[src/rtl/dftl_pkg.sv]
// Shared types, scanner mode codes and character helpers for the token lexer.
`default_nettype none
package dftl_pkg;

    localparam int LINE_BITS = 20;
    localparam logic [LINE_BITS-1:0] LINE_TOP = {LINE_BITS{1'b1}};

    // Scanner modes.
    localparam logic [4:0] M_IDLE      = 5'd0;
    localparam logic [4:0] M_IDENT     = 5'd1;
    localparam logic [4:0] M_SIGN      = 5'd2;
    localparam logic [4:0] M_ZERO      = 5'd3;
    localparam logic [4:0] M_DEC       = 5'd4;
    localparam logic [4:0] M_OCT       = 5'd5;
    localparam logic [4:0] M_BIN       = 5'd6;
    localparam logic [4:0] M_HEX       = 5'd7;
    localparam logic [4:0] M_FDOT      = 5'd8;
    localparam logic [4:0] M_FFRAC     = 5'd9;
    localparam logic [4:0] M_FEXP      = 5'd10;
    localparam logic [4:0] M_FESIGN    = 5'd11;
    localparam logic [4:0] M_FEDIG     = 5'd12;
    localparam logic [4:0] M_CH_OPEN   = 5'd13;
    localparam logic [4:0] M_CH_ESC    = 5'd14;
    localparam logic [4:0] M_CH_EMPTY  = 5'd15;
    localparam logic [4:0] M_CH_HELD   = 5'd16;
    localparam logic [4:0] M_CH_CLOSE  = 5'd17;
    localparam logic [4:0] M_STR       = 5'd18;
    localparam logic [4:0] M_STR_ESC   = 5'd19;
    localparam logic [4:0] M_STR_CLOSE = 5'd20;
    localparam logic [4:0] M_C_SLASH   = 5'd21;
    localparam logic [4:0] M_C_BLOCK   = 5'd22;
    localparam logic [4:0] M_C_STAR    = 5'd23;
    localparam logic [4:0] M_C_LINE    = 5'd24;

    // Token kinds.
    localparam logic [3:0] K_END   = 4'd0;
    localparam logic [3:0] K_BAD   = 4'd1;
    localparam logic [3:0] K_IDENT = 4'd2;
    localparam logic [3:0] K_BOOL  = 4'd3;
    localparam logic [3:0] K_UNS   = 4'd4;
    localparam logic [3:0] K_SGN   = 4'd5;
    localparam logic [3:0] K_FLOAT = 4'd6;
    localparam logic [3:0] K_CHAR  = 4'd7;
    localparam logic [3:0] K_STR   = 4'd8;
    localparam logic [3:0] K_OP    = 4'd9;

    // Diagnostics.
    localparam logic [2:0] D_NONE    = 3'd0;
    localparam logic [2:0] D_NUMBER  = 3'd1;
    localparam logic [2:0] D_CHAR    = 3'd2;
    localparam logic [2:0] D_STRING  = 3'd3;
    localparam logic [2:0] D_EOF     = 3'd4;
    localparam logic [2:0] D_COMMENT = 3'd5;

    // Keyword tracking codes.
    localparam logic [2:0] KW_NONE   = 3'd0;
    localparam logic [2:0] KW_TRUE   = 3'd1;
    localparam logic [2:0] KW_FALSE  = 3'd2;
    localparam logic [2:0] KW_EITHER = 3'd7;

    localparam logic [31:0] DEC_LIMIT = 32'd429496729;

    typedef struct packed {
        logic [4:0]           mode;
        logic [31:0]          acc;
        logic [1:0]           sgn;   // bit 0 signed, bit 1 negative
        logic                 ovf;
        logic                 digs;
        logic [LINE_BITS-1:0] line;
        logic [LINE_BITS-1:0] sline;
        logic [2:0]           kw;
        logic [7:0]           held;
        logic                 esc;
    } lex_state_t;

    typedef struct packed {
        logic                 txt;
        logic [7:0]           tb;
        logic [3:0]           kind;
        logic [31:0]          val;
        logic                 ovf;
        logic [2:0]           diag;
        logic [LINE_BITS-1:0] line;
    } lex_result_t;

    typedef struct packed {
        lex_result_t [1:0] slot;
        logic [1:0]        count;
    } lex_batch_t;

    function automatic logic is_ws(input logic [7:0] c);
        return c == " " || c == 8'h09;
    endfunction

    function automatic logic is_op(input logic [7:0] c);
        return c == "{" || c == "}" || c == "[" || c == "]" || c == ";" || c == ",";
    endfunction

    function automatic logic is_alpha(input logic [7:0] c);
        return (c >= "a" && c <= "z") || (c >= "A" && c <= "Z");
    endfunction

    function automatic logic is_dig(input logic [7:0] c);
        return c >= "0" && c <= "9";
    endfunction

    function automatic logic is_hex(input logic [7:0] c);
        return is_dig(c) || (c >= "a" && c <= "f") || (c >= "A" && c <= "F");
    endfunction

    function automatic logic [3:0] hex_val(input logic [7:0] c);
        logic [7:0] t;
        if (is_dig(c)) t = c - "0";
        else if (c >= "a" && c <= "f") t = c - "a" + 8'd10;
        else t = c - "A" + 8'd10;
        return t[3:0];
    endfunction

    function automatic logic [7:0] esc_map(input logic [7:0] c);
        logic [7:0] r;
        unique case (c)
            "a": r = 8'd7;
            "b": r = 8'd8;
            "t": r = 8'd9;
            "n": r = 8'd10;
            "v": r = 8'd11;
            "f": r = 8'd12;
            "r": r = 8'd13;
            "0": r = 8'd0;
            default: r = c;
        endcase
        return r;
    endfunction

    function automatic logic follow_ok(input logic [7:0] c, input logic eof);
        return eof || is_op(c) || is_ws(c) || c == 8'h0A || c == "/";
    endfunction

    function automatic logic [LINE_BITS-1:0] line_inc(input logic [LINE_BITS-1:0] l);
        return (l != LINE_TOP) ? l + 1'b1 : l;
    endfunction

    // Next keyword match given the position so far and the new byte.
    function automatic logic [2:0] kw_next(input logic [2:0] kw, input logic [31:0] pos,
                                           input logic [7:0] c);
        logic [7:0] lc;
        logic [7:0] want;
        logic [2:0] r;
        lc = (c >= "A" && c <= "Z") ? c + 8'd32 : c;
        r  = KW_NONE;
        if (kw == KW_EITHER) begin
            if (pos == 32'd0 && lc == "t") r = KW_TRUE;
            else if (pos == 32'd0 && lc == "f") r = KW_FALSE;
        end else if (kw == KW_TRUE) begin
            unique case (pos[1:0])
                2'd0: want = "t";
                2'd1: want = "r";
                2'd2: want = "u";
                default: want = "e";
            endcase
            if (pos < 32'd4 && lc == want) r = KW_TRUE;
        end else if (kw == KW_FALSE) begin
            unique case (pos[2:0])
                3'd0: want = "f";
                3'd1: want = "a";
                3'd2: want = "l";
                3'd3: want = "s";
                default: want = "e";
            endcase
            if (pos < 32'd5 && lc == want) r = KW_FALSE;
        end
        return r;
    endfunction

    function automatic lex_result_t mk_tok(input logic [3:0] kind, input logic [31:0] val,
                                           input logic ovf, input logic [2:0] diag,
                                           input logic [LINE_BITS-1:0] line);
        lex_result_t r;
        r.txt  = 1'b0;
        r.tb   = 8'd0;
        r.kind = kind;
        r.val  = val;
        r.ovf  = ovf;
        r.diag = diag;
        r.line = line;
        return r;
    endfunction

    function automatic lex_result_t mk_text(input logic [7:0] tb, input logic [3:0] kind,
                                            input logic [LINE_BITS-1:0] line);
        lex_result_t r;
        r      = mk_tok(kind, 32'd0, 1'b0, D_NONE, line);
        r.txt  = 1'b1;
        r.tb   = tb;
        return r;
    endfunction

endpackage
`default_nettype wire

[src/rtl/dftl_step.sv]
// Next-state and result logic for one source byte of the token lexer.
`default_nettype none
module dftl_step (
    input  dftl_pkg::lex_state_t st,
    input  logic [7:0]           c,
    input  logic                 eof,
    output dftl_pkg::lex_state_t ns,
    output dftl_pkg::lex_batch_t batch
);
    import dftl_pkg::*;

    lex_result_t ra;
    lex_result_t rb;
    logic        va;
    logic        vb;
    logic        rescan;
    logic        take;
    logic        ov;
    logic        sgn;
    logic        neg;

    assign sgn = st.sgn[0];
    assign neg = st.sgn[1];

    // Overflow of a finished integer, signed range included.
    assign ov = st.ovf | (sgn & ((!neg & (st.acc > 32'h7FFFFFFF)) |
                                 (neg & (st.acc > 32'h80000000))));

    always_comb begin
        ns     = st;
        ra     = '0;
        rb     = '0;
        va     = 1'b0;
        vb     = 1'b0;
        rescan = 1'b0;
        take   = 1'b0;

        // Continue or close the token in progress.
        unique case (st.mode)
            M_IDENT: begin
                va = 1'b1;
                if (!eof && (is_alpha(c) || is_dig(c) || c == "_")) begin
                    ns.kw  = kw_next(st.kw, st.acc, c);
                    ns.acc = (st.acc < 32'd255) ? st.acc + 32'd1 : st.acc;
                    ra     = mk_text(c, K_IDENT, st.line);
                end else begin
                    rescan = 1'b1;
                    if (st.kw == KW_TRUE && st.acc == 32'd4)
                        ra = mk_tok(K_BOOL, 32'd1, 1'b0, D_NONE, st.line);
                    else if (st.kw == KW_FALSE && st.acc == 32'd5)
                        ra = mk_tok(K_BOOL, 32'd0, 1'b0, D_NONE, st.line);
                    else
                        ra = mk_tok(K_IDENT, 32'd0, 1'b0, D_NONE, st.line);
                end
            end
            M_SIGN: begin
                if (!eof && is_dig(c)) begin
                    ns.ovf  = 1'b0;
                    ns.digs = 1'b0;
                    ns.mode = (c == "0") ? M_ZERO : M_DEC;
                    ns.acc  = {24'd0, c - "0"};
                end else begin
                    va     = 1'b1;
                    rescan = 1'b1;
                    ra = neg ? mk_tok(K_BAD, 32'd0, 1'b0, D_NUMBER, st.line)
                             : mk_tok(K_OP, {24'd0, 8'h2B}, 1'b0, D_NONE, st.line);
                end
            end
            M_ZERO: begin
                if (eof || (c != "b" && !is_dig(c) && c != "x" && c != "." &&
                            c != "e" && c != "E")) begin
                    va = 1'b1;
                    rescan = 1'b1;
                    ra = mk_tok(sgn ? K_SGN : K_UNS, 32'd0, 1'b0, D_NONE, st.line);
                end else begin
                    ns.acc  = 32'd0;
                    ns.digs = 1'b0;
                    if (c == "b") ns.mode = M_BIN;
                    else if (c <= "7" && is_dig(c)) begin
                        ns.mode = M_OCT;
                        ns.acc  = {24'd0, c - "0"};
                    end else if (c == "x") ns.mode = M_HEX;
                    else if (c == ".") ns.mode = M_FDOT;
                    else if (c == "e" || c == "E") ns.mode = M_FEXP;
                    else begin
                        // Zero followed by 8 or 9: the digit is consumed.
                        va      = 1'b1;
                        ra      = mk_tok(K_BAD, 32'd0, 1'b0, D_NONE, st.line);
                        ns.mode = M_IDLE;
                    end
                end
            end
            M_DEC: begin
                if (!eof && is_dig(c)) begin
                    if (st.acc > DEC_LIMIT || (st.acc == DEC_LIMIT && c > "5"))
                        ns.ovf = 1'b1;
                    ns.acc = (st.acc << 3) + (st.acc << 1) + {24'd0, c - "0"};
                end else if (!eof && (c == "." || c == "e" || c == "E")) begin
                    ns.mode = (c == ".") ? M_FDOT : M_FEXP;
                end else begin
                    va = 1'b1;
                    rescan = 1'b1;
                end
            end
            M_OCT: begin
                if (!eof && c >= "0" && c <= "7") begin
                    if ((st.acc & 32'hE0000000) != 32'd0) ns.ovf = 1'b1;
                    ns.acc = (st.acc << 3) + {24'd0, c - "0"};
                end else begin
                    va = 1'b1;
                    rescan = 1'b1;
                end
            end
            M_BIN: begin
                if (!eof && (c == "0" || c == "1")) begin
                    if (st.acc[31]) ns.ovf = 1'b1;
                    ns.acc  = {st.acc[30:0], c[0]};
                    ns.digs = 1'b1;
                end else begin
                    va = 1'b1;
                    rescan = 1'b1;
                end
            end
            M_HEX: begin
                if (!eof && is_hex(c)) begin
                    if ((st.acc & 32'hF0000000) != 32'd0) ns.ovf = 1'b1;
                    ns.acc  = {st.acc[27:0], hex_val(c)};
                    ns.digs = 1'b1;
                end else begin
                    va = 1'b1;
                    rescan = 1'b1;
                end
            end
            M_FDOT, M_FESIGN: begin
                if (!eof && is_dig(c)) begin
                    ns.mode = (st.mode == M_FDOT) ? M_FFRAC : M_FEDIG;
                end else begin
                    va = 1'b1;
                    rescan = 1'b1;
                    ra = mk_tok(K_BAD, 32'd0, 1'b0, D_NONE, st.line);
                end
            end
            M_FFRAC, M_FEDIG: begin
                if (!eof && is_dig(c)) begin
                    ns.mode = st.mode;
                end else if (st.mode == M_FFRAC && !eof && (c == "e" || c == "E")) begin
                    ns.mode = M_FEXP;
                end else begin
                    va = 1'b1;
                    rescan = 1'b1;
                    ra = mk_tok(follow_ok(c, eof) ? K_FLOAT : K_BAD, 32'd0, 1'b0,
                                D_NONE, st.line);
                end
            end
            M_FEXP: begin
                if (!eof && (c == "+" || c == "-")) ns.mode = M_FESIGN;
                else if (!eof && is_dig(c)) ns.mode = M_FEDIG;
                else begin
                    va = 1'b1;
                    rescan = 1'b1;
                    ra = mk_tok(K_BAD, 32'd0, 1'b0, D_NONE, st.line);
                end
            end
            M_CH_OPEN, M_CH_ESC: begin
                if (eof) begin
                    va = 1'b1;
                    rescan = 1'b1;
                    ra = mk_tok(K_BAD, 32'd0, 1'b0, D_EOF, st.line);
                end else if (st.mode == M_CH_OPEN && c == 8'h5C) begin
                    ns.esc  = 1'b1;
                    ns.mode = M_CH_ESC;
                end else begin
                    take = 1'b1;
                end
            end
            M_CH_EMPTY: begin
                va = 1'b1;
                ra = mk_tok(K_BAD, 32'd0, 1'b0, D_CHAR, st.line);
                // A third quote right after an empty literal is swallowed.
                if (!eof && c == 8'h27) ns.mode = M_IDLE;
                else rescan = 1'b1;
            end
            M_CH_HELD: begin
                if (!eof && c == 8'h27) begin
                    ns.mode = M_CH_CLOSE;
                end else begin
                    va = 1'b1;
                    rescan = 1'b1;
                    ra = mk_tok(K_BAD, 32'd0, 1'b0, eof ? D_EOF : D_CHAR, st.line);
                end
            end
            M_CH_CLOSE: begin
                va = 1'b1;
                rescan = 1'b1;
                if (follow_ok(c, eof))
                    ra = mk_tok(K_CHAR, {24'd0, st.esc ? esc_map(st.held) : st.held},
                                1'b0, D_NONE, st.line);
                else
                    ra = mk_tok(K_BAD, 32'd0, 1'b0, D_NONE, st.line);
            end
            M_STR, M_STR_ESC: begin
                if (eof) begin
                    va = 1'b1;
                    rescan = 1'b1;
                    ra = mk_tok(K_BAD, 32'd0, 1'b0, D_STRING, st.sline);
                end else if (st.mode == M_STR && c == 8'h22) begin
                    ns.mode = M_STR_CLOSE;
                end else if (st.mode == M_STR && c == 8'h5C) begin
                    ns.mode = M_STR_ESC;
                end else begin
                    ns.mode = M_STR;
                    if (c == 8'h0A) ns.line = line_inc(st.line);
                    // An escaped newline is a line continuation and emits nothing.
                    if (st.mode == M_STR) begin
                        va = 1'b1;
                        ra = mk_text(c, K_STR, ns.line);
                    end else if (c != 8'h0A) begin
                        va = 1'b1;
                        ra = mk_text(esc_map(c), K_STR, ns.line);
                    end
                end
            end
            M_STR_CLOSE: begin
                va = 1'b1;
                rescan = 1'b1;
                ra = mk_tok(follow_ok(c, eof) ? K_STR : K_BAD, 32'd0, 1'b0, D_NONE, st.line);
            end
            M_C_SLASH: begin
                if (!eof && c == "*") ns.mode = M_C_BLOCK;
                else if (!eof && c == "/") ns.mode = M_C_LINE;
                else begin
                    va = 1'b1;
                    rescan = 1'b1;
                    ra = mk_tok(K_BAD, 32'd0, 1'b0, D_NONE, st.line);
                end
            end
            M_C_BLOCK, M_C_STAR: begin
                if (eof) begin
                    va = 1'b1;
                    ra = mk_tok(K_END, 32'd0, 1'b0, D_COMMENT, st.line);
                    ns.mode = M_IDLE;
                end else if (st.mode == M_C_STAR && c == "/") begin
                    ns.mode = M_IDLE;
                end else if (c == "*") begin
                    ns.mode = M_C_STAR;
                end else begin
                    if (c == 8'h0A) ns.line = line_inc(st.line);
                    ns.mode = M_C_BLOCK;
                end
            end
            M_C_LINE: begin
                if (eof) begin
                    va = 1'b1;
                    ra = mk_tok(K_END, 32'd0, 1'b0, D_COMMENT, st.line);
                    ns.mode = M_IDLE;
                end else if (c == 8'h0A) begin
                    ns.line = line_inc(st.line);
                    ns.mode = M_IDLE;
                end
            end
            default: rescan = 1'b1;
        endcase

        // Integer close for decimal, octal, binary and hex.
        if (va && (st.mode == M_DEC || st.mode == M_OCT || st.mode == M_BIN ||
                   st.mode == M_HEX)) begin
            if ((st.mode == M_BIN || st.mode == M_HEX) && !st.digs)
                ra = mk_tok(K_BAD, 32'd0, 1'b0, D_NUMBER, st.line);
            else if (!follow_ok(c, eof))
                ra = mk_tok(K_BAD, 32'd0, 1'b0, D_NONE, st.line);
            else if (sgn)
                ra = mk_tok(K_SGN, neg ? 32'd0 - st.acc : st.acc, ov, D_NONE, st.line);
            else
                ra = mk_tok(K_UNS, st.acc, ov, D_NONE, st.line);
        end

        // Character body byte, plain or after a backslash.
        if (take) begin
            if (!ns.esc && c == 8'h27) begin
                ns.mode = M_CH_EMPTY;
            end else if (c == 8'h0A) begin
                ns.line = line_inc(st.line);
                va      = 1'b1;
                ra      = mk_tok(K_BAD, 32'd0, 1'b0, D_CHAR, ns.line);
                ns.mode = M_IDLE;
            end else begin
                ns.held = c;
                ns.mode = M_CH_HELD;
            end
        end

        // Scan the byte as the start of a new token.
        if (rescan) begin
            ns.mode = M_IDLE;
            if (eof) begin
                vb = 1'b1;
                rb = mk_tok(K_END, 32'd0, 1'b0, D_NONE, ns.line);
            end else if (is_ws(c)) begin
                vb = 1'b0;
            end else if (is_alpha(c) || c == "_") begin
                ns.mode = M_IDENT;
                ns.kw   = kw_next(KW_EITHER, 32'd0, c);
                ns.acc  = 32'd1;
                vb      = 1'b1;
                rb      = mk_text(c, K_IDENT, ns.line);
            end else if (is_op(c)) begin
                vb = 1'b1;
                rb = mk_tok(K_OP, {24'd0, c}, 1'b0, D_NONE, ns.line);
            end else if (is_dig(c)) begin
                ns.sgn  = 2'b00;
                ns.ovf  = 1'b0;
                ns.digs = 1'b0;
                ns.mode = (c == "0") ? M_ZERO : M_DEC;
                ns.acc  = {24'd0, c - "0"};
            end else if (c == "+" || c == "-") begin
                ns.sgn  = {c == "-", 1'b1};
                ns.mode = M_SIGN;
            end else if (c == 8'h27) begin
                ns.esc  = 1'b0;
                ns.mode = M_CH_OPEN;
            end else if (c == 8'h22) begin
                ns.sline = ns.line;
                ns.mode  = M_STR;
            end else if (c == 8'h0A) begin
                ns.line = line_inc(ns.line);
            end else if (c == "/") begin
                ns.mode = M_C_SLASH;
            end else begin
                vb = 1'b1;
                rb = mk_tok(K_BAD, 32'd0, 1'b0, D_NONE, ns.line);
            end
        end

        // Pack the results to the front of the batch.
        if (va) begin
            batch.slot[0] = ra;
            batch.slot[1] = rb;
            batch.count   = vb ? 2'd2 : 2'd1;
        end else begin
            batch.slot[0] = rb;
            batch.slot[1] = rb;
            batch.count   = {1'b0, vb};
        end
    end

endmodule
`default_nettype wire

[src/rtl/dftl_outbuf.sv]
// Two-word result register that drains the words produced by one source byte.
`default_nettype none
module dftl_outbuf (
    input  logic                  aclk,
    input  logic                  aresetn,
    input  logic                  load,
    input  dftl_pkg::lex_batch_t  batch,
    output logic                  can_load,
    output logic                  out_valid,
    input  logic                  out_ready,
    output dftl_pkg::lex_result_t out_word,
    output logic                  out_last
);
    import dftl_pkg::*;

    lex_result_t [1:0] slot_reg;
    logic [1:0]        cnt_reg;
    logic [1:0]        cnt_next;
    logic              head_reg;
    logic              head_next;
    logic              pop;

    assign out_valid = cnt_reg != 2'd0;
    assign pop       = out_valid && out_ready;
    assign out_word  = slot_reg[head_reg];
    assign out_last  = cnt_reg == 2'd1;
    // A new byte may enter once the last pending word leaves in this cycle.
    assign can_load  = (cnt_reg == 2'd0) || (cnt_reg == 2'd1 && out_ready);

    // Count and head pointer.
    always_comb begin
        cnt_next  = cnt_reg;
        head_next = head_reg;
        if (load) begin
            cnt_next  = batch.count;
            head_next = 1'b0;
        end else if (pop) begin
            cnt_next  = cnt_reg - 2'd1;
            head_next = 1'b1;
        end
    end

    always_ff @(posedge aclk) begin
        if (!aresetn) begin
            cnt_reg  <= 2'd0;
            head_reg <= 1'b0;
        end else begin
            cnt_reg  <= cnt_next;
            head_reg <= head_next;
        end
    end

    // Payload slots need no reset.
    always_ff @(posedge aclk) begin
        if (load) begin
            slot_reg <= batch.slot;
        end
    end

    a_cnt_range: assert property (@(posedge aclk) disable iff (!aresetn)
        cnt_reg != 2'd3) else $error("result count out of range");

    a_head_after_load: assert property (@(posedge aclk) disable iff (!aresetn)
        load |=> !head_reg) else $error("head not reset after load");

    a_hold_on_stall: assert property (@(posedge aclk) disable iff (!aresetn)
        (out_valid && !out_ready && !load) |=> $stable(cnt_reg) && $stable(head_reg))
        else $error("pending words changed while stalled");

    a_no_load_when_full: assert property (@(posedge aclk) disable iff (!aresetn)
        load |-> (cnt_reg == 2'd0 || (cnt_reg == 2'd1 && out_ready)))
        else $error("load would drop a pending word");

endmodule
`default_nettype wire

[src/rtl/data_file_token_lexer.sv]
// Top level of the streaming data-file token lexer.
//
//   channel  dir  tdata                         tuser
//   s_       in   [7:0] source_byte             [0] end_of_input
//   m_       out  [7:0] text_byte, [39:8] value [0] is_text_byte, [4:1] token_kind
//                 [40] overflow, [43:41] diag,  tlast = last word of the byte
//                 [63:44] line_number
//
// Each accepted byte is scanned in the cycle it is taken; its zero, one or two
// words appear on m_ from the next cycle on. A byte yielding at most one word
// sustains one byte per cycle while m_ is ready; a byte yielding two words holds
// s_tready low while the second word drains. Reset returns the scanner to idle on
// line 1. A stall on m_ holds the pending words and blocks s_ while any word waits.
`default_nettype none
module data_file_token_lexer (
    input  logic        aclk,
    input  logic        aresetn,
    input  logic        s_tvalid,
    output logic        s_tready,
    input  logic [7:0]  s_tdata,   // [7:0] source_byte
    input  logic [0:0]  s_tuser,   // [0] end_of_input
    output logic        m_tvalid,
    input  logic        m_tready,
    output logic [63:0] m_tdata,   // text_byte, token_value, overflow_flag, diagnostic, line
    output logic [4:0]  m_tuser,   // is_text_byte, token_kind
    output logic        m_tlast
);
    import dftl_pkg::*;

    lex_state_t  state_reg;
    lex_state_t  state_next;
    lex_batch_t  batch;
    lex_result_t word;
    logic        accept;

    assign accept = s_tvalid && s_tready;

    dftl_step u_step (
        .st    (state_reg),
        .c     (s_tdata),
        .eof   (s_tuser[0]),
        .ns    (state_next),
        .batch (batch)
    );

    dftl_outbuf u_outbuf (
        .aclk      (aclk),
        .aresetn   (aresetn),
        .load      (accept),
        .batch     (batch),
        .can_load  (s_tready),
        .out_valid (m_tvalid),
        .out_ready (m_tready),
        .out_word  (word),
        .out_last  (m_tlast)
    );

    // Scanner state advances once per accepted byte.
    always_ff @(posedge aclk) begin
        if (!aresetn) begin
            state_reg.mode  <= M_IDLE;
            state_reg.acc   <= 32'd0;
            state_reg.sgn   <= 2'b00;
            state_reg.ovf   <= 1'b0;
            state_reg.digs  <= 1'b0;
            state_reg.line  <= {{(LINE_BITS-1){1'b0}}, 1'b1};
            state_reg.sline <= {{(LINE_BITS-1){1'b0}}, 1'b1};
            state_reg.kw    <= KW_EITHER;
            state_reg.held  <= 8'd0;
            state_reg.esc   <= 1'b0;
        end else if (accept) begin
            state_reg <= state_next;
        end
    end

    // Output packing.
    assign m_tdata = {word.line, word.diag, word.ovf, word.val, word.tb};
    assign m_tuser = {word.kind, word.txt};

endmodule
`default_nettype wire
[config.mk]
export PLATFORM = sky130hd
export DESIGN_NAME = data_file_token_lexer
export DESIGN_NICKNAME = d
export VERILOG_FILES = /design/src/rtl/dftl_pkg.sv /design/src/rtl/dftl_step.sv /design/src/rtl/dftl_outbuf.sv /design/src/rtl/data_file_token_lexer.sv
export SDC_FILE = /design/constraint.sdc
export NUM_CORES = 1
export LEC_CHECK = 0
export BUFFER_PORTS_ARGS = -buffer_cell sky130_fd_sc_hd__buf_2
export CORE_AREA = 2 2 205 207
export CTS_CLUSTER_DIAMETER = 100
export DETAILED_ROUTE_END_ITERATION = 10
export DIE_AREA = 0 0 207 209
export GPL_ROUTABILITY_DRIVEN = 0
export GPL_TIMING_DRIVEN = 0
export PLACE_DENSITY = 0.59
export SLEW_MARGIN = 20
export SYNTH_ARGS = -nofsm -noshare
export SYNTH_HDL_FRONTEND = slang
export SYNTH_SLANG_ARGS = --single-unit
[constraint.sdc]
create_clock -name aclk -period 13.7 [get_ports aclk]
set_input_delay 2.74 -clock aclk [delete_from_list [all_inputs] [get_ports aclk]]
set_output_delay 2.74 -clock aclk [all_outputs]
set_load 0.01 [all_outputs]
Word level (Yosys, flattened, before mapping)
Index checks and enable logic that the tools add are counted.
{"block": "totals", "elab_cells": 506, "reg_bits": 234, "output_inout_bits": 72}
{"block": "op_classes", "n_mux": 233, "bitwise": 15, "n_reduce_logical": 100, "magnitude_cmp": 17, "n_eq_ne": 101, "addsub": 14}
{"cell": "69-bit two-way mux", "n": 32}
{"cell": "69-bit case mux with 14 select lines", "n": 1}
{"cell": "57-bit two-way mux", "n": 10}
{"cell": "20-bit two-way mux", "n": 16}
{"cell": "32-bit two-way mux", "n": 9}
{"cell": "84-bit two-way mux", "n": 3}
{"cell": "32-bit case mux with 7 select lines", "n": 1}
{"cell": "8-bit by 7-bit == test with 1-bit output (second input constant)", "n": 25}
{"cell": "5-bit two-way mux", "n": 31}
{"cell": "8-bit case mux with 8 select lines", "n": 2}
{"cell": "40-bit two-way mux", "n": 3}
{"cell": "60-bit two-way mux", "n": 2}
{"cell": "37-bit two-way mux", "n": 3}
{"cell": "8-bit by 6-bit == test with 1-bit output (second input constant)", "n": 13}
{"cell": "8-bit two-way mux", "n": 12}
{"cell": "81-bit two-way mux", "n": 1}
{"cell": "71-bit two-way mux", "n": 1}
{"cell": "1-bit two-way mux", "n": 65}
{"cell": "5-bit case mux with 13 select lines", "n": 1}
{"cell": "32-bit by 8-bit adder with 32-bit output", "n": 2}
{"cell": "32-bit by 3-bit == test with 1-bit output (second input constant)", "n": 2}
{"cell": "32-bit by 3-bit less-than comparator with 1-bit output (second input constant)", "n": 2}
{"cell": "32-bit nonzero test", "n": 2}
{"cell": "20-bit case mux with 3 select lines", "n": 1}
{"cell": "other kinds (70)", "n": 240}

Logic depth before layout (Yosys ltp)
{"block": "depth", "word_depth": 23, "mapped_depth": 20}

By module
Synthesis repeated with hierarchy kept, for this count alone.
{"block": "hier_totals", "cells_unflattened": 2622, "hier_area_um2": 21385.5}
{"module": "dftl_step", "instances": 1, "cells_each": 1964, "seq_area_each_um2": 0.0, "area_each_um2": 12045.3}
{"module": "dftl_outbuf", "instances": 1, "cells_each": 235, "seq_area_each_um2": 4204.0, "area_each_um2": 5501.5}
{"module": "data_file_token_lexer", "instances": 1, "cells_each": 423, "seq_area_each_um2": 1861.8, "area_each_um2": 3838.7}

Least setup slack after synthesis
No wires, ideal clock.
{"block": "synth_timing", "kind": "in2reg", "startpoint": "in s_tdata[0]", "endpoint": "reg state_reg[49] (netlist bit)", "cell_stages": 16, "slack_ns": 6.531, "n_path_buf": 3, "arrival_time_ns": 6.836, "path_cell_list": "clkbuf_1 -> clkinv_1 -> ha_1 -> buf_4 -> and4bb_2 -> a22oi_2 -> o21a_1 -> buf_4 -> nor3_4 -> or4_4 -> xor2_2 -> or4_4 -> or2_4 -> or4_4 -> a2111oi_2 -> a311oi_1"}
{"block": "synth_via", "elab_chain_cells": 21, "elab_cells_between_ends": 129}
{"element": "start: declaration", "line": "data_file_token_lexer.sv:20", "rtl": "input logic [7:0] s_tdata,"}
{"element": "8-bit by 4-bit == test with 1-bit output / 8-bit by 7-bit == test with 1-bit output (equally long branches)"}
{"element": "20-bit two-way mux (tied with other cells)", "line": "dftl_step.sv:212, dftl_step.sv:247, dftl_step.sv:256"}
{"element": "20-bit two-way mux (tied with other cells)", "line": "dftl_step.sv:244", "rtl": "end else if (c == \"*\") begin"}
{"element": "20-bit two-way mux (tied with other cells)", "line": "dftl_step.sv:242", "rtl": "end else if (st.mode == M_C_STAR && c == \"/\") begin"}
{"element": "20-bit two-way mux (tied with other cells)", "line": "dftl_step.sv:238", "rtl": "if (eof) begin"}
{"element": "20-bit case mux with 3 select lines / 1-bit logical NOT (equally long branches)", "line": "dftl_step.sv:39, dftl_step.sv:279"}
{"element": "20-bit two-way mux / 1-bit logical AND (equally long branches)", "line": "dftl_step.sv:281, dftl_step.sv:279"}
{"element": "20-bit two-way mux", "line": "dftl_step.sv:279", "rtl": "if (!ns.esc && c == 8'h27) begin"}
{"element": "[... 5 more ...]"}
{"element": "40-bit two-way mux", "line": "dftl_step.sv:318", "rtl": "end else if (c == 8'h27) begin"}
{"element": "40-bit two-way mux", "line": "dftl_step.sv:315", "rtl": "end else if (c == \"+\" || c == \"-\") begin"}
{"element": "40-bit two-way mux", "line": "dftl_step.sv:309", "rtl": "end else if (is_dig(c)) begin"}
{"element": "81-bit two-way mux", "line": "dftl_step.sv:306", "rtl": "end else if (is_op(c)) begin"}
{"element": "44-bit two-way mux", "line": "dftl_step.sv:300", "rtl": "end else if (is_alpha(c) || c == \"_\") begin"}
{"element": "84-bit two-way mux", "line": "dftl_step.sv:298", "rtl": "end else if (is_ws(c)) begin"}
{"element": "84-bit two-way mux", "line": "dftl_step.sv:295", "rtl": "if (eof) begin"}
{"element": "84-bit two-way mux (*)", "line": "dftl_step.sv:293", "rtl": "if (rescan) begin"}
{"element": "end signal: assignment", "line": "data_file_token_lexer.sv:72", "rtl": "state_reg <= state_next;"}
{"element": "end: declaration", "line": "data_file_token_lexer.sv:30", "rtl": "lex_state_t state_reg;"}
Mark *: on every way between the ends. The rest lies on a longest branch, timed or not.
A chain may end at the register's enable or synchronous reset.

==> impl_metrics.env <==
export IMPL_status="finished, final reports clean"
export IMPL_clkLatencyLatePin_ns=0.56
export IMPL_wl_per_cell_um=25.0
export IMPL_rsz0062_at_grt="no"
export IMPL_worst_pin_slew_ns=1.36
export IMPL_grt_util_all_layers_pct=33.6
export IMPL_vias=20266
export IMPL_grt_pass1_vias=18773
export IMPL_cts_sinks=204
export IMPL_first_pass_iters=8
export IMPL_antenna_found_initial=1
export IMPL_postRouteAntennaNets=0
export IMPL_synthFlopType="edfxtp_1"
export IMPL_tns_ns=0
export IMPL_critical_path_depth=16
export IMPL_synth_top_area_share_pct=17.7
export IMPL_synth_area_mm2=0.0183
export IMPL_synth_top_area_cell="edfxtp_1"
export IMPL_fin_worst_skew_ns=0.0182
export IMPL_min_period_over_period_pct=65.1
export IMPL_synth_edff_count=108
export IMPL_cp_end_kind="flip-flop"
export IMPL_place_detailed_hpwl_mm=57.6
export IMPL_p_leak_nw=7.42
export IMPL_cp_data_arrival_time_ns=9.25
export IMPL_ir_drop_uv=87.5
export IMPL_largest_reg_flops=108
export IMPL_multi_input_area_mm2=0.0122
export IMPL_finalWirelength_mm=75.9
export IMPL_initial_utilization_pct=44.4
export IMPL_hold_buffers=0
export IMPL_fillCellCount=4105
export IMPL_regArea_mm2=0.00516
export IMPL_yosys_cell_types_count=103
export IMPL_critical_path_buf_inv_count=5
export IMPL_drive_gt1_share_pct=9.87
export IMPL_area_growth_pct=11.2
export IMPL_yosysWarningCount=0
export IMPL_root_buffer="clkbuf_16"
export IMPL_ys_seq_area_share_pct=28.2
export IMPL_cts_setup_buffers=0
export IMPL_ys_async_sr_fraction_pct=0
export IMPL_cts_buffer_depth=3
export IMPL_setup_viol_count_final=0
export IMPL_numPortBuffers=83
export IMPL_htree_levels=1
export IMPL_cts_tree="built"
export IMPL_synth_avg_cell_area_um2=7.77
export IMPL_rows=75
export IMPL_ctsResizeCount=0
export IMPL_reg2reg_depth=14
export IMPL_power_w=0.00367
export IMPL_grt_max_degree=59
export IMPL_crit_required_ns=14.03
export IMPL_via_per_inst=6.68
export IMPL_drv_cap=0
export IMPL_drc=0
export IMPL_period_needed_ns=8.92
export IMPL_core_mm2=0.0413
export IMPL_ios=85
export IMPL_timing_hold_violations_final=0
export IMPL_hold_depth=2
export IMPL_path_cells="buf_2 > clkbuf_1 > inv_1 > ha_1 > buf_2 > or4b_1 > a311o_1 > a222oi_1 > a221oi_2 > o21ai_4 > nor3_2 > nor3_1 > nand2_1 > nor3_1 > inv_1 > o221ai_1"
export IMPL_grt_pass1_wl_mm=114
export IMPL_crit_family="simple AND/OR/NAND/NOR gates"
export IMPL_die_h_um=209
export IMPL_first_iter_violations=3235
export IMPL_cpMaxStageDelayCell="a222oi_1"
export IMPL_slew_viol_final=0
export IMPL_cts_buffers=25
export IMPL_nets=2580
export IMPL_worst_setup_path_type="in -> reg"
export IMPL_p_per_area_mw_per_mm2=180
export IMPL_worstHoldPathType="reg -> reg"
export IMPL_max_freq_mhz=112
export IMPL_yosys_register_bits=204
export IMPL_cp_slowest_stage_delay_ns=0.94
export IMPL_path_max_fanout=11
export IMPL_final_common_cell="nor2_1"
export IMPL_die_width_um=207
export IMPL_final_util_pct=49.4
export IMPL_start_kind="primary input"
export IMPL_final_cell_mix="266 x nor2_1, 213 x nand2_1, 169 x a21oi_1"
export IMPL_synth_area_leaders="edfxtp_1 18%, dfxtp_1 10%, ha_1 5.8%"
export IMPL_overflow=0
export IMPL_die_area_mm2=0.0433
export IMPL_relSlewSlack_pct=8.60
export IMPL_syn_inst=2359
export IMPL_diodes=0
export IMPL_clk_pin_slew_ns=0.06
synth_stat cells, types with 8 or more instances:
master    count
a211o_1       8
a211oi_1     34
a21o_1       20
a21oi_1     169
a221o_1       9
a221oi_1     32
a22o_1       12
a22oi_1      16
a31oi_1      40
and2_1       23
and3_1       26
and4_1       11
buf_1         9
buf_2        12
clkbuf_1    146
dfxtp_1      96
edfxtp_1    108
ha_1         85
inv_1        66
mux2_2       41
mux2i_1      20
nand2_1     213
nand2b_1     16
nand3_1      84
nand3b_1     15
nand4_1      36
nor2_1      266
nor2b_1      54
nor3_1       76
nor4_1       27
o211ai_1     31
o21a_1       21
o21ai_0     165
o221ai_1     11
o22ai_1      23
o311ai_0      8
o31ai_1      10
or2_2        14
or3_1        22
or4_1        12
xnor2_1      73
xor2_1       35
worst paths after layout:
| kind | from | to | slack [ns] |
|---|---|---|---|
| setup / recovery | s_tdata[1] | u_outbuf.slot_reg[30]$_DFFE_PP_ | 4.78 |
| hold / removal | state_reg[26]$_SDFFE_PN0P_ | state_reg[26]$_SDFFE_PN0P_ | 0.47 |
| setup reg to reg | state_reg[59]$_SDFFE_PN0P_ | state_reg[84]$_SDFFE_PN0P_ | 8.32 |
| hold reg to reg | state_reg[26]$_SDFFE_PN0P_ | state_reg[26]$_SDFFE_PN0P_ | 0.47 |
worst min-delay path: stages, from the launching register on:
cell,delay (ns)
dfxtp_1,0.31
nand2_1,0.05
a21oi_1,0.06
where the power goes:
part / internal (W) / total (W) / switching (W)
registers: 0.000828 / 0.000895 / 0.0000662
logic: 0.000647 / 0.00207 / 0.00142
clock network: 0.000415 / 0.000701 / 0.000286
total: 0.00189 / 0.00367 / 0.00178
logic make-up (layout without fill, tap and decap cells):
logic type,after synthesis,count (layout),synth area share [%]
and+or+nand+nor,951,951,26.2
AOI/OAI and AO/OA,696,696,25.0
buffers and inverters,245,378,5.23
DFF,204,204,28.2
xor gates and xnor gates,109,109,5.25
adders and majority gates,92,92,6.56
muxes,61,61,3.61
other,1,2,0.0204
layout make-up:
| cell class | count | area share, % |
|---|---|---|
| clock buffer | 32 | 3.39 |
| buffer | 173 | 3.39 |
| tap | 539 | 3.31 |
| clock inverter | 13 | 0.792 |
| sequential | 204 | 25.3 |
| inverter | 72 | 1.33 |
| timing repair buffer | 88 | 2.38 |
| multi-input combinational | 1911 | 60.1 |
per-layer routing:
layer	GRT usage [%]	wire length [um]	part of all wire (%)
met5	0	0	0
met4	18.9	5000	6.6
met3	8.45	9160	12
met2	50.3	31600	42
met1	44.3	30100	40
stage by stage:
step           worst slack [ns]  cell area, um2  instances  hold slack (ns)
2_1_floorplan              6.53           18300       2360            0.430
3_3_place_gp               4.36           19400       2982            0.448
3_5_place_dp               4.70           19500       2987            0.459
4_1_cts                    5.25           20400       3032            0.467
5_1_grt                    4.83           20400       3032            0.490
6_report                   4.78           20400       3032            0.468
(Power assumes the default switching activity.)
